==> config.mk <==
export PLATFORM = sky130hd
export DESIGN_NAME = bitmap_block_allocator
export DESIGN_NICKNAME = d
export VERILOG_FILES = /design/src/rtl/core/bba_pkg.sv /design/src/rtl/core/bitmap_block_allocator.sv /design/src/rtl/core/bba_ram.sv /design/src/rtl/core/bba_ctrl.sv /design/src/rtl/core/bba_datapath.sv
export SDC_FILE = /design/constraint.sdc
export NUM_CORES = 2
export LEC_CHECK = 0
export ABC_CLOCK_PERIOD_IN_PS = 16000
export BUFFER_PORTS_ARGS = -buffer_cell sky130_fd_sc_hd__buf_4
export CAP_MARGIN = 20
export CORE_ASPECT_RATIO = 0.7
export CORE_MARGIN = 5
export CORE_UTILIZATION = 60
export CTS_BUF_LIST = sky130_fd_sc_hd__clkbuf_2 sky130_fd_sc_hd__clkbuf_4 sky130_fd_sc_hd__clkbuf_8
export DETAILED_ROUTE_END_ITERATION = 12
export HOLD_SLACK_MARGIN = 0.03
export PLACE_DENSITY = 0.73
export SLEW_MARGIN = 0
export SYNTH_ARGS = -nofsm -noshare
export SYNTH_HDL_FRONTEND = slang
export SYNTH_SLANG_ARGS = --single-unit
==> constraint.sdc <==
create_clock -name clk_i -period 16 [get_ports clk_i]
set_clock_uncertainty 0.15 [all_clocks]
set_input_delay 3.2 -clock clk_i [delete_from_list [all_inputs] [get_ports clk_i]]
set_output_delay 3.2 -clock clk_i [all_outputs]
set_load 0.02 [all_outputs]
==> src/rtl/core/bba_pkg.sv <==
// Shared types, codes and defaults for the bitmap block allocator.
package bba_pkg;

  localparam int unsigned POOL_BLOCKS_DEF = 1024;
  localparam int unsigned MAX_REQUEST_DEF = 64;

  // Bitmap storage word: 32 blocks per RAM row.
  localparam int unsigned WORD_W = 32;
  localparam int unsigned BIT_W  = 5;

  localparam int unsigned OP_W  = 2;
  localparam int unsigned CNT_W = 7;
  localparam int unsigned ID_W  = 10;
  localparam int unsigned ST_W  = 2;
  localparam int unsigned FC_W  = 11;

  localparam logic [OP_W-1:0] OP_ALLOC = 2'd0;
  localparam logic [OP_W-1:0] OP_FREE  = 2'd1;
  localparam logic [OP_W-1:0] OP_COUNT = 2'd2;

  localparam logic [ST_W-1:0] ST_OK      = 2'd0;
  localparam logic [ST_W-1:0] ST_NOSPACE = 2'd1;
  localparam logic [ST_W-1:0] ST_EMPTY   = 2'd2;
  localparam logic [ST_W-1:0] ST_TOOBIG  = 2'd3;

  typedef struct packed {
    logic [OP_W-1:0]  operation;
    logic [CNT_W-1:0] request_count;
    logic [ID_W-1:0]  release_id;
  } in_item_t;

  typedef struct packed {
    logic [ST_W-1:0] status;
    logic [ID_W-1:0] granted_block;
    logic            last;
    logic [FC_W-1:0] free_count;
  } out_item_t;

  // What an incoming transaction needs from the datapath.
  typedef enum logic [1:0] {
    KIND_SINGLE,
    KIND_ALLOC,
    KIND_FREE
  } kind_e;

  typedef struct packed {
    logic clear_wr;
    logic accept;
    logic load_word;
    logic rd_next;
    logic scan_emit;
    logic free_wr;
    logic emit_single;
  } dp_cmd_t;

  typedef struct packed {
    kind_e in_kind;
    logic  clear_last;
    logic  word_full;
    logic  last_grant;
  } dp_sts_t;

endpackage

==> src/rtl/core/bitmap_block_allocator.sv <==
// Top level of the first-fit bitmap block allocator.
//
// Input channel (in_valid_i/in_ready_o/in_data_i): one transaction is an
// allocate, free or count request. Output channel (out_valid_o/out_ready_i/
// out_data_o): result transactions, the final one of each request has last
// set. One request is worked on at a time; in_ready_o is high only while
// the controller is idle, which it reaches as soon as a request's last
// result is loaded into the output register, even if that result waits.
// Sequence per request, with a ready receiver:
//   count, error or out-of-pool free: acceptance, then the result;
//   free: RAM read, then write-back, then the result;
//   allocate N: N results, with a RAM row read per bitmap word scanned,
//   the word scan over 32-bit RAM rows being the limiting loop (32 rows here).
// After reset the bitmap RAM is cleared one row per cycle, ceil(POOL_BLOCKS
// / 32) rows in all (32 at the default pool), with in_ready_o low meanwhile.
// A stalled receiver holds the output register; the scan waits on it.
module bitmap_block_allocator #(
  parameter int unsigned POOL_BLOCKS = bba_pkg::POOL_BLOCKS_DEF,
  parameter int unsigned MAX_REQUEST = bba_pkg::MAX_REQUEST_DEF
) (
  input  logic               clk_i,
  input  logic               rst_ni,
  input  logic               in_valid_i,
  output logic               in_ready_o,
  input  bba_pkg::in_item_t  in_data_i,
  output logic               out_valid_o,
  input  logic               out_ready_i,
  output bba_pkg::out_item_t out_data_o
);
  import bba_pkg::*;

  dp_cmd_t cmd;
  dp_sts_t sts;

  // Sequencer: clear pass, request dispatch, scan and result handshake.
  bba_ctrl u_ctrl (
    .clk_i      (clk_i),
    .rst_ni     (rst_ni),
    .in_valid_i (in_valid_i),
    .in_ready_o (in_ready_o),
    .out_valid_o(out_valid_o),
    .out_ready_i(out_ready_i),
    .sts_i      (sts),
    .cmd_o      (cmd)
  );

  // Bitmap storage, free counter and result payload.
  bba_datapath #(
    .POOL_BLOCKS(POOL_BLOCKS),
    .MAX_REQUEST(MAX_REQUEST)
  ) u_datapath (
    .clk_i     (clk_i),
    .rst_ni    (rst_ni),
    .in_data_i (in_data_i),
    .out_data_o(out_data_o),
    .cmd_i     (cmd),
    .sts_o     (sts)
  );

endmodule

==> src/rtl/core/bba_ram.sv <==
// Generic single-write, single-read RAM with registered read data.
module bba_ram #(
  parameter int unsigned WIDTH  = 32,
  parameter int unsigned DEPTH  = 32,
  parameter int unsigned ADDR_W = (DEPTH > 1) ? $clog2(DEPTH) : 1
) (
  input  logic              clk_i,
  input  logic              we_i,
  input  logic [ADDR_W-1:0] waddr_i,
  input  logic [WIDTH-1:0]  wdata_i,
  input  logic [ADDR_W-1:0] raddr_i,
  output logic [WIDTH-1:0]  rdata_o
);

  logic [WIDTH-1:0] mem [DEPTH];
  logic [WIDTH-1:0] rdata_q;

  always_ff @(posedge clk_i) begin
    if (we_i) begin
      mem[waddr_i] <= wdata_i;
    end
    rdata_q <= mem[raddr_i];
  end

  assign rdata_o = rdata_q;

endmodule

==> src/rtl/core/bba_ctrl.sv <==
// Controller state machine for the bitmap block allocator.
module bba_ctrl (
  input  logic             clk_i,
  input  logic             rst_ni,
  input  logic             in_valid_i,
  output logic             in_ready_o,
  output logic             out_valid_o,
  input  logic             out_ready_i,
  input  bba_pkg::dp_sts_t sts_i,
  output bba_pkg::dp_cmd_t cmd_o
);
  import bba_pkg::*;

  typedef enum logic [2:0] {
    S_CLEAR,
    S_IDLE,
    S_RD_ALLOC,
    S_RD_FREE,
    S_SCAN,
    S_EMIT
  } state_e;

  state_e  state_q, state_d;
  logic    out_valid_q, out_valid_d;
  logic    slot_free;
  dp_cmd_t cmd;

  assign slot_free  = !out_valid_q || out_ready_i;
  assign in_ready_o = (state_q == S_IDLE);

  always_comb begin
    cmd     = '0;
    state_d = state_q;
    case (state_q)
      S_CLEAR: begin
        cmd.clear_wr = 1'b1;
        if (sts_i.clear_last) state_d = S_IDLE;
      end
      S_IDLE: begin
        if (in_valid_i) begin
          cmd.accept = 1'b1;
          case (sts_i.in_kind)
            KIND_ALLOC: state_d = S_RD_ALLOC;
            KIND_FREE:  state_d = S_RD_FREE;
            default:    state_d = S_EMIT;
          endcase
        end
      end
      S_RD_ALLOC: begin
        cmd.load_word = 1'b1;
        state_d       = S_SCAN;
      end
      S_RD_FREE: begin
        cmd.free_wr = 1'b1;
        state_d     = S_EMIT;
      end
      S_SCAN: begin
        if (sts_i.word_full) begin
          cmd.rd_next = 1'b1;
          state_d     = S_RD_ALLOC;
        end else if (slot_free) begin
          cmd.scan_emit = 1'b1;
          if (sts_i.last_grant) state_d = S_IDLE;
        end
      end
      S_EMIT: begin
        if (slot_free) begin
          cmd.emit_single = 1'b1;
          state_d         = S_IDLE;
        end
      end
      default: state_d = S_IDLE;
    endcase
  end

  always_comb begin
    if (cmd.scan_emit || cmd.emit_single) begin
      out_valid_d = 1'b1;
    end else if (out_ready_i) begin
      out_valid_d = 1'b0;
    end else begin
      out_valid_d = out_valid_q;
    end
  end

  always_ff @(posedge clk_i or negedge rst_ni) begin
    if (!rst_ni) begin
      state_q     <= S_CLEAR;
      out_valid_q <= 1'b0;
    end else begin
      state_q     <= state_d;
      out_valid_q <= out_valid_d;
    end
  end

  assign out_valid_o = out_valid_q;
  assign cmd_o       = cmd;

endmodule

==> src/rtl/core/bba_datapath.sv <==
// Datapath: bitmap RAM, free counter, word scanner and result register.
module bba_datapath #(
  parameter int unsigned POOL_BLOCKS = bba_pkg::POOL_BLOCKS_DEF,
  parameter int unsigned MAX_REQUEST = bba_pkg::MAX_REQUEST_DEF
) (
  input  logic               clk_i,
  input  logic               rst_ni,
  input  bba_pkg::in_item_t  in_data_i,
  output bba_pkg::out_item_t out_data_o,
  input  bba_pkg::dp_cmd_t   cmd_i,
  output bba_pkg::dp_sts_t   sts_o
);
  import bba_pkg::*;

  localparam int unsigned NUM_WORDS = (POOL_BLOCKS + WORD_W - 1) / WORD_W;
  localparam int unsigned ADDR_W    = (NUM_WORDS > 1) ? $clog2(NUM_WORDS) : 1;
  localparam int unsigned FT_W      = $clog2(POOL_BLOCKS + 1);

  // Lowest clear bit of a bitmap word.
  function automatic logic [BIT_W-1:0] lowest_zero(input logic [WORD_W-1:0] w);
    logic [BIT_W-1:0] idx;
    idx = '0;
    for (int i = WORD_W - 1; i >= 0; i--) begin
      if (!w[i]) idx = BIT_W'(i);
    end
    return idx;
  endfunction

  logic [ADDR_W-1:0] clr_q;
  logic [FT_W-1:0]   free_total_q;
  logic [CNT_W-1:0]  cnt_q;
  logic [ADDR_W-1:0] waddr_q;
  logic [ADDR_W-1:0] id_addr_q;
  logic [BIT_W-1:0]  id_bit_q;
  logic [ST_W-1:0]   status_q;
  logic [WORD_W-1:0] word_q;
  out_item_t         out_q;

  // Classification of the incoming transaction
  logic [ST_W-1:0]   in_status;
  kind_e             in_kind;
  logic [31:0]       in_word_idx;
  logic [ADDR_W-1:0] in_addr;

  always_comb begin
    in_status = ST_OK;
    in_kind   = KIND_SINGLE;
    if (in_data_i.operation == OP_ALLOC) begin
      if (in_data_i.request_count == '0) begin
        in_status = ST_EMPTY;
      end else if (32'(in_data_i.request_count) > 32'(MAX_REQUEST)) begin
        in_status = ST_TOOBIG;
      end else if (32'(in_data_i.request_count) > 32'(free_total_q)) begin
        in_status = ST_NOSPACE;
      end else begin
        in_kind = KIND_ALLOC;
      end
    end else if (in_data_i.operation == OP_FREE) begin
      if (32'(in_data_i.release_id) < 32'(POOL_BLOCKS)) in_kind = KIND_FREE;
    end
  end

  assign in_word_idx = 32'(in_data_i.release_id) >> BIT_W;
  assign in_addr     = (in_kind == KIND_ALLOC) ? '0 : in_word_idx[ADDR_W-1:0];

  // Bitmap RAM ports
  logic              ram_we;
  logic [ADDR_W-1:0] ram_waddr;
  logic [WORD_W-1:0] ram_wdata;
  logic [ADDR_W-1:0] ram_raddr;
  logic [WORD_W-1:0] ram_rdata;

  logic [BIT_W-1:0]  zero_idx;
  logic [WORD_W-1:0] zero_mask;
  logic [WORD_W-1:0] free_mask;
  logic              free_hit;
  logic [31:0]       grant_wide;

  assign zero_idx   = lowest_zero(word_q);
  assign zero_mask  = WORD_W'(1) << zero_idx;
  assign free_mask  = WORD_W'(1) << id_bit_q;
  assign free_hit   = |(ram_rdata & free_mask);
  assign grant_wide = (32'(waddr_q) << BIT_W) | 32'(zero_idx);

  always_comb begin
    ram_we    = 1'b0;
    ram_waddr = waddr_q;
    ram_wdata = word_q | zero_mask;
    if (cmd_i.clear_wr) begin
      ram_we    = 1'b1;
      ram_waddr = clr_q;
      ram_wdata = '0;
    end else if (cmd_i.scan_emit) begin
      ram_we = 1'b1;
    end else if (cmd_i.free_wr) begin
      ram_we    = free_hit;
      ram_waddr = id_addr_q;
      ram_wdata = ram_rdata & ~free_mask;
    end
  end

  always_comb begin
    if (cmd_i.accept) begin
      ram_raddr = in_addr;
    end else begin
      ram_raddr = waddr_q + ADDR_W'(1);
    end
  end

  bba_ram #(
    .WIDTH (WORD_W),
    .DEPTH (NUM_WORDS),
    .ADDR_W(ADDR_W)
  ) u_map_ram (
    .clk_i  (clk_i),
    .we_i   (ram_we),
    .waddr_i(ram_waddr),
    .wdata_i(ram_wdata),
    .raddr_i(ram_raddr),
    .rdata_o(ram_rdata)
  );

  // Control registers
  always_ff @(posedge clk_i or negedge rst_ni) begin
    if (!rst_ni) begin
      clr_q        <= '0;
      free_total_q <= FT_W'(POOL_BLOCKS);
    end else begin
      if (cmd_i.clear_wr) clr_q <= clr_q + ADDR_W'(1);
      if (cmd_i.accept && in_kind == KIND_ALLOC) begin
        free_total_q <= free_total_q - FT_W'(in_data_i.request_count);
      end else if (cmd_i.free_wr && free_hit) begin
        free_total_q <= free_total_q + FT_W'(1);
      end
    end
  end

  // Working and payload registers
  always_ff @(posedge clk_i) begin
    if (cmd_i.accept) begin
      status_q  <= in_status;
      cnt_q     <= in_data_i.request_count;
      waddr_q   <= '0;
      id_addr_q <= in_word_idx[ADDR_W-1:0];
      id_bit_q  <= in_data_i.release_id[BIT_W-1:0];
    end
    if (cmd_i.rd_next) waddr_q <= waddr_q + ADDR_W'(1);
    if (cmd_i.load_word) word_q <= ram_rdata;
    if (cmd_i.scan_emit) begin
      word_q              <= word_q | zero_mask;
      cnt_q               <= cnt_q - CNT_W'(1);
      out_q.status        <= ST_OK;
      out_q.granted_block <= grant_wide[ID_W-1:0];
      out_q.last          <= (cnt_q == CNT_W'(1));
      out_q.free_count    <= FC_W'(free_total_q);
    end
    if (cmd_i.emit_single) begin
      out_q.status        <= status_q;
      out_q.granted_block <= '0;
      out_q.last          <= 1'b1;
      out_q.free_count    <= FC_W'(free_total_q);
    end
  end

  assign sts_o.in_kind    = in_kind;
  assign sts_o.clear_last = (clr_q == ADDR_W'(NUM_WORDS - 1));
  assign sts_o.word_full  = &word_q;
  assign sts_o.last_grant = (cnt_q == CNT_W'(1));
  assign out_data_o       = out_q;

endmodule

# == After elaboration in Yosys (flattened, before gate mapping) ==
# Memories as Yosys holds them, arrays and structs flattened. A register that Yosys moved wholly into a read port is not among the register bits.
# Index checks and enable logic that the tools add are counted.
# totals
word_cells,147
out_inout_bits,26
mem_count,1
reg_bits,100
inputBits,23
ram_bits,1024
# classes
shifts,2
n_eq_ne,15
order_cmp,2
muxes,83
addsub,5
bitwise,6
n_reduce_logical,18
# memory_table
name,words,width,read_ports,rd_clocked_by_memory_dff,write_ports,line_no,text
u_datapath.u_map_ram.mem,32,32,1,1,1,bba_ram.sv:15,logic [WIDTH-1:0] mem [DEPTH];
# ops
operator,n
two-way mux 5 bit,39
two-way mux 32 bit,5
AND 32 bit,2
"<< shifter 1 x 5 -> 32 bit, first input constant",2
two-way mux 24 bit,2
inverter 32 bit,1
bitwise OR 32 bit,1
AND reduction 32 bit,1
OR reduction 32 bit,1
two-way mux 11 bit,2
two-way mux 1 bit,18
two-way mux 3 bit,6
case mux 3 bit (6 select lines),1
two-way mux 2 bit,7
two-way mux 7 bit,2
nonzero test 2 bit,6
"adder 11 x 1 -> 11 bit, second input constant",1
greater-than comparator 7 x 11 -> 1 bit,1
subtractor 11 x 7 -> 11 bit,1
"adder 5 x 1 -> 5 bit, second input constant",2
bitwise OR 10 x 5 -> 10 bit,1
"== test 7 x 1 -> 1 bit, second input constant",1
"greater-than comparator 7 bit, second input constant",1
zero test 7 bit,1
20 further kinds,26

# == Longest topological paths before layout ==
# logic_depth
ltp_word,37
ltp_mapped,14
ltp_nobuf,11

# == Hierarchy ==
# A second synthesis with hierarchy kept.
# hier_totals
hier_cells,3028
area_unflattened_um2,47277.8
# by_module_without_submodules
module,seq_area_each_um2,n_inst,cells_each,area_each_um2
bba_ram,31390.1,1,2260,40491.3
bba_datapath,2693.8,1,728,6434.9
bba_ctrl,100.1,1,40,351.6

# == Worst setup path before layout ==
# No wires, ideal clock.
# synth_timing
path_type,input port to flip-flop
startpoint,input port out_ready_i
endpoint,memory u_datapath.u_map_ram.mem[6][0] (enable)
path_buffers,2
arrival_time_ns,7.333
required_ns,15.349
slack_ns,8.016
path_stages,6
path_cell_list,nand2b_1 -> clkbuf_1 -> nor2b_1 -> clkbuf_1 -> o31ai_4 -> nor4_1
# synth_via
elab_chain_len,8
# synth_rtl
element,line_no,text
start: declaration,bitmap_block_allocator.sv:27,"input logic out_ready_i,"
logical OR 1 bit *,bba_ctrl.sv:28,assign slot_free = !out_valid_q || out_ready_i;
two-way mux 1 bit *,bba_ctrl.sv:61,end else if (slot_free) begin
two-way mux 1 bit *,bba_ctrl.sv:58,if (sts_i.word_full) begin
two-way mux 2 bit *,bba_ctrl.sv:34,case (state_q)
two-way mux 1 bit,bba_datapath.sv:93,end else if (cmd_i.scan_emit) begin
two-way mux 1 bit,bba_datapath.sv:89,if (cmd_i.clear_wr) begin
two-way mux 1 bit,bba_ram.sv:19,if (we_i) begin
two-way mux 1 bit (implied by the code),bba_ram.sv:20,mem[waddr_i] <= wdata_i;
end: declaration,bba_ram.sv:15,
# Every way passes the cells marked *; elsewhere a longest branch is shown, timed or not.

# == Worst setup path in the final report ==
# layout_timing
startpoint,input port in_data_i[16] (netlist bit)
endpoint,register u_datapath.u_map_ram.rdata_q[21] (netlist: u_datapath.u_map_ram.rdata_o[21]) (read register of u_datapath.u_map_ram.mem)
# layout_via
elab_chain_len,8
# layout_rtl
element,line_no,text
start: declaration,bitmap_block_allocator.sv:25,"input bba_pkg::in_item_t in_data_i,"
greater-than comparator 7 x 11 -> 1 bit,bba_datapath.sv:53,end else if (32'(in_data_i.request_count) > 32'(free_total_q)) begin
two-way mux 1 bit,bba_datapath.sv:53,
two-way mux 2 bit,bba_datapath.sv:51,end else if (32'(in_data_i.request_count) > 32'(MAX_REQUEST)) begin
two-way mux 2 bit *,bba_datapath.sv:49,if (in_data_i.request_count == '0) begin
two-way mux 2 bit *,bba_datapath.sv:48,if (in_data_i.operation == OP_ALLOC) begin
== test 2 x 1 -> 1 bit *,bba_datapath.sv:64,assign in_addr = (in_kind == KIND_ALLOC) ? '0 : in_word_idx[ADDR_W-1:0];
two-way mux 5 bit *,bba_datapath.sv:64,
two-way mux 5 bit *,bba_datapath.sv:103,if (cmd_i.accept) begin
end: declaration,bba_ram.sv:16,logic [WIDTH-1:0] rdata_q;
# Marked as above.
# A chain may end at the register's enable or synchronous reset.

==> run_results.csv <==
group,metric,value,unit
clock_network,insertion_delay,830,ps
clock_network,cts_post_setup_buffers_inserted,0,
drt,avgRoutedWirePerCell,30.14,um
synth,postSynthAreaPerCell,13.42,um^2
synth,post_synth_fa_ha_maj_area_fraction,0.3774,%
finish,multi_input_comb_area,13700,um^2
power_and_ir_drop,switching_share,37.18,%
clock_network,clkSlewWorstSetupHoldPaths,60,ps
timing,final-setup-viol-count,0,
drt,routed_wl,146.7,mm
synth,ys_seq_area_share,70.62,%
status,status,"finished clean",
synth,synth_compound_area_share,13.38,%
finish,final_layout_size_suffix_gt1_share,15.00,%
grt,first_global_vias,32330,
setup_path,worst-path-max-fanout,69,
grt,first_pass_grt_wire_length,213.2,mm
power_and_ir_drop,share_seq_of_total_power,41.4,%
clock_network,clock_tree.root_cell,"sky130_fd_sc_hd__clkbuf_8",
synth,main_combinational_cell_family_by_area_after_synthesis,"compound AO/OA/AOI/OAI gates",
timing,tightest_slew,1146,ps
grt,global_route.overflow_total,0,
setup_path,worst_path_required_time,16540,ps
timing,rsz0062_at_grt,"false",
power_and_ir_drop,pwr-share-comb,33.6,%
floorplan,rows,87,
grt,grt.total_usage,33.43,%
synth,ys_types,82,
finish,fillerInstances,5585,
timing,layout_worst_path_cycle_share,46.13,%
place,dpl.hpwl,81.31,mm
setup_path,critPathLaunchType,"input port",
drt,final_antenna_net_count,0,
grt,largest_net_degree_at_the_start_of_global_routing,145,
synth,count_of_flip_flops_with_a_built_in_enable_after_synthesis,1093,
power_and_ir_drop,clock_power_share,25.0,%
clock_network,hold_buffers,0,
floorplan,die_height,247.7,um
synth,ys_warn_count,0,
synth,synth-xor-area-share,0.4342,%
timing,maxSlewHeadroom,23.33,%
setup_path,crit_path_frequent_cell,"sky130_fd_sc_hd__buf_4",
drt,detail_route.first_pass.iterations,8,
clock_network,clock-sinks,1156,
floorplan,initial_core_util,60.34,%
floorplan,core_area,80230,um^2
finish,fin_nets,3698,
drt,remaining_drc_errors,0,
drt,vias_per_cell,6.971,
setup_path,critical_path.top_delay_family,"compound AO/OA/AOI/OAI gates",
finish,register_area,34180,um^2
synth,async_sr_flop_fraction,1.730,%
synth,synthesis.area,48410,um^2
floorplan,dieArea,86550,um^2
clock_network,cts_made_buffers,166,
power_and_ir_drop,cellInternalPower,6026,uW
setup_path,endpoint,"u_datapath.u_map_ram.rdata_o[21]$_DFF_P_",
setup_path,cp.arrival,7920,ps
floorplan,floorplan.io_pins,49,
timing,timing_hold_violations_final,0,
place,post-place-cells,4554,
setup_path,reg2reg_start,"u_ctrl.state_q[1]$_DFFE_PN0P_",
synth,ys_ff_latch,1156,
synth,dominantRegCellSynth,"sky130_fd_sc_hd__edfxtp_1",
setup_path,worst-setup-path-type,"input port to flip-flop",
place,port_buffers,48,
run,cap_violations,0,
setup_path,worstSetupPathDepth,12,
place,gpl.final_weighted_congestion,0.9753,
finish,final_cell_count_no_fill,4868,
min_path,hold_path_depth,2,
grt,grt_antenna_before_repair,3,
setup_path,path_cells,"buf_4 -> inv_1 -> ha_1 -> a211o_1 -> o32a_1 -> o21ai_4 -> buf_4 -> buf_4 -> nand2_2 -> a221oi_1 -> a221oi_1 -> o221a_2",
power_and_ir_drop,static-leakage-power,0.01808,uW
finish,layout_commonest_cell,"sky130_fd_sc_hd__edfxtp_1",
synth,synth-simple-area-share,10.19,%
power_and_ir_drop,power.switching,3567,uW
synth,post_synth_mux_area_share,2.618,%
clock_network,cts_resized,0,
setup_path,cpMaxStageDelayCell,"sky130_fd_sc_hd__nand2_2",
drt,initialDrtViolationCount,5027,
power_and_ir_drop,power.density,177.6,nW/um^2
timing,fmax,0.1355,GHz
synth,syn-num-nets,3643,
drt,num_vias,33940,
setup_path,path_buf_inv,4,
floorplan,die_w,349.5,um
synth,synthesis.instances,3606,
finish,final_cell_mix,"1093 x sky130_fd_sc_hd__edfxtp_1, 346 x sky130_fd_sc_hd__nand2_1, 323 x sky130_fd_sc_hd__nor2_1",
setup_path,critical_path.startpoint,"in_data_i[16]",
setup_path,r2r_cells,11,
timing,post-route-min-period,7381,ps
min_path,hold_path.class,"flip-flop to flip-flop",
setup_path,worst_r2r_endpoint,"u_datapath.u_map_ram.rdata_o[29]$_DFF_P_",
power_and_ir_drop,worst_ir_drop_vdd,0.1153,mV
clock_network,htree_num_levels,4,
clock_network,tritoncts,"done",
timing,maxSlewViolCount,0,
timing,tns,0,ps
setup_path,rrSetupSlack,10450,ps
setup_path,cp-end-kind,"flip-flop",
clock_network,cts-root-to-sink-buffers,3,
setup_path,slowest_delay,820,ps
finish,area_growth_syn_to_layout,11.61,%
## cell usage after synthesis, types with 8 or more instances
master	instances	area [um^2]
sky130_fd_sc_hd__o211ai_1	28	210.2
sky130_fd_sc_hd__inv_1	22	82.58
sky130_fd_sc_hd__o221a_1	12	135.1
sky130_fd_sc_hd__a21oi_1	64	320.3
sky130_fd_sc_hd__a211oi_1	130	975.9
sky130_fd_sc_hd__dfrtp_1	19	475.5
sky130_fd_sc_hd__dfxtp_1	43	860.8
sky130_fd_sc_hd__nand2b_1	15	93.84
sky130_fd_sc_hd__nor2b_1	23	143.9
sky130_fd_sc_hd__nand2_1	350	1314
sky130_fd_sc_hd__mux2i_1	94	940.9
sky130_fd_sc_hd__a221oi_1	57	499.2
sky130_fd_sc_hd__o41ai_1	9	78.83
sky130_fd_sc_hd__xor2_1	8	70.07
sky130_fd_sc_hd__nand4_1	13	81.33
sky130_fd_sc_hd__a211o_1	31	271.5
sky130_fd_sc_hd__o221a_2	14	157.7
sky130_fd_sc_hd__nor2_1	345	1295
sky130_fd_sc_hd__a21o_1	11	82.58
sky130_fd_sc_hd__a31oi_1	62	387.9
sky130_fd_sc_hd__nand3_1	82	410.4
sky130_fd_sc_hd__buf_1	12	45.04
sky130_fd_sc_hd__nor3_1	28	140.1
sky130_fd_sc_hd__o311ai_0	17	148.9
sky130_fd_sc_hd__a21boi_0	32	240.2
sky130_fd_sc_hd__xnor2_1	16	140.1
sky130_fd_sc_hd__and2_1	17	106.4
sky130_fd_sc_hd__mux2_2	23	259.0
sky130_fd_sc_hd__o221ai_1	30	262.8
sky130_fd_sc_hd__o21a_1	8	60.06
sky130_fd_sc_hd__and3_1	149	932.1
sky130_fd_sc_hd__nor4_1	31	193.9
sky130_fd_sc_hd__buf_2	29	145.1
sky130_fd_sc_hd__a311oi_1	34	297.8
sky130_fd_sc_hd__o22ai_1	62	387.9
sky130_fd_sc_hd__o311ai_1	11	96.34
sky130_fd_sc_hd__clkbuf_1	230	863.3
sky130_fd_sc_hd__o32ai_1	27	236.5
sky130_fd_sc_hd__a2111oi_0	8	70.07
sky130_fd_sc_hd__edfxtp_1	1093	32820
sky130_fd_sc_hd__o21ai_0	220	1101
sky130_fd_sc_hd__ha_1	13	162.7
## stage by stage
step	total power (uW)	setup WS (ps)	cell area, um^2	util, %	hold WS [ps]
CTS	9497	8721	53920	67.21	309.5
global route	9939	8432	54030	67.35	337.3
detailed placement	7133	7856	50510	62.96	299.3
finish	9593	8619	54030	67.35	304.7
global placement	7036	8012	50460	62.90	301.0
floorplan	5896	8016	48410	-	309.1
## worst min path at each step
| stage | slack [ps] | end | startpoint |
|---|---|---|---|
| finish | 300 | u_datapath.out_data_o[12]$_SDFFE_PP0P_ | u_datapath.out_data_o[12]$_SDFFE_PP0P_ |
| global route | 340 | u_datapath.out_data_o[20]$_SDFFE_PP0P_ | u_datapath.out_data_o[20]$_SDFFE_PP0P_ |
| CTS | 310 | u_datapath.out_data_o[12]$_SDFFE_PP0P_ | u_datapath.out_data_o[12]$_SDFFE_PP0P_ |
| detailed placement | 300 | u_datapath.out_data_o[12]$_SDFFE_PP0P_ | u_datapath.out_data_o[12]$_SDFFE_PP0P_ |
| global placement | 300 | u_datapath.out_data_o[20]$_SDFFE_PP0P_ | u_datapath.out_data_o[20]$_SDFFE_PP0P_ |
| floorplan | 310 | u_datapath.clr_q[3]$_DFFE_PN0N_ | u_datapath.clr_q[3]$_DFFE_PN0N_ |
## cells by family (layout without fill, tap and decap cells)
group | after synthesis | after routing
xor gates and xnor gates | 24 | 24
AOI/OAI and AO/OA | 914 | 914
adders and majority gates | 14 | 14
DFF | 1156 | 1156
muxes | 121 | 121
other | 0 | 1
and+or+nand+nor | 1081 | 1081
buffers and inverters | 296 | 489
## registers in the layout, summed over array words and instances (netlist names)
register	cells
u_datapath.free_total_q	11
u_ctrl.out_valid_o	1
u_datapath.clr_q	5
u_datapath.id_bit_q	5
u_datapath.word_q	32
u_datapath.u_map_ram.mem	1024
u_datapath.status_q	2
u_datapath.waddr_q	5
u_datapath.id_addr_q	5
u_datapath.out_data_o	24
u_ctrl.state_q	3
u_datapath.u_map_ram.rdata_o	32
u_datapath.cnt_q	7
## worst reg2reg max path: stages, from the launching register on
cell and delay, ps:
sky130_fd_sc_hd__dfrtp_1 520, sky130_fd_sc_hd__nand4bb_1 660, sky130_fd_sc_hd__inv_2 710, sky130_fd_sc_hd__mux2i_1 300, sky130_fd_sc_hd__buf_4 240, sky130_fd_sc_hd__nand2b_4 390, sky130_fd_sc_hd__buf_4 750, sky130_fd_sc_hd__buf_4 610
sky130_fd_sc_hd__nor2_2 90, sky130_fd_sc_hd__buf_4 330, sky130_fd_sc_hd__a221o_1 420, sky130_fd_sc_hd__a222oi_1 280
## layer usage
layer  wire length (um)  global-route usage (%)  share of wire (%)  vias up
met5                  0                       0                  0        -
met4               6769                   14.75                4.6        0
met3              20630                   9.510                 14      413
met2              63170                   48.01                 43     2659
met1              56150                   48.28                 38    16670
li1                   -                       -                  -    14200
## power by group through the flow
| stage | combinational (uW) | sequential, uW | clock, uW |
|---|---|---|---|
| 3_3_place_gp | 3020 | 4020 | 0 |
| 6_report | 3220 | 3970 | 2400 |
| 3_5_place_dp | 3110 | 4020 | 0 |
| 4_1_cts | 3120 | 3960 | 2410 |
| 2_1_floorplan | 1950 | 3950 | 0 |
| 5_1_grt | 3400 | 3970 | 2570 |
## final cells by class
cell class                      count  share of cell area (%)
Tap cell                         1068                   2.473
Clock inverter                     62                  0.7989
Multi-Input combinational cell   2154                   25.36
Inverter                           23                  0.1598
Timing Repair Buffer              160                   2.418
Sequential cell                  1156                   63.27
Clock buffer                      244                   5.521
Antenna cell                        1                0.004632
Note: power is estimated with default switching activity, not from simulation.
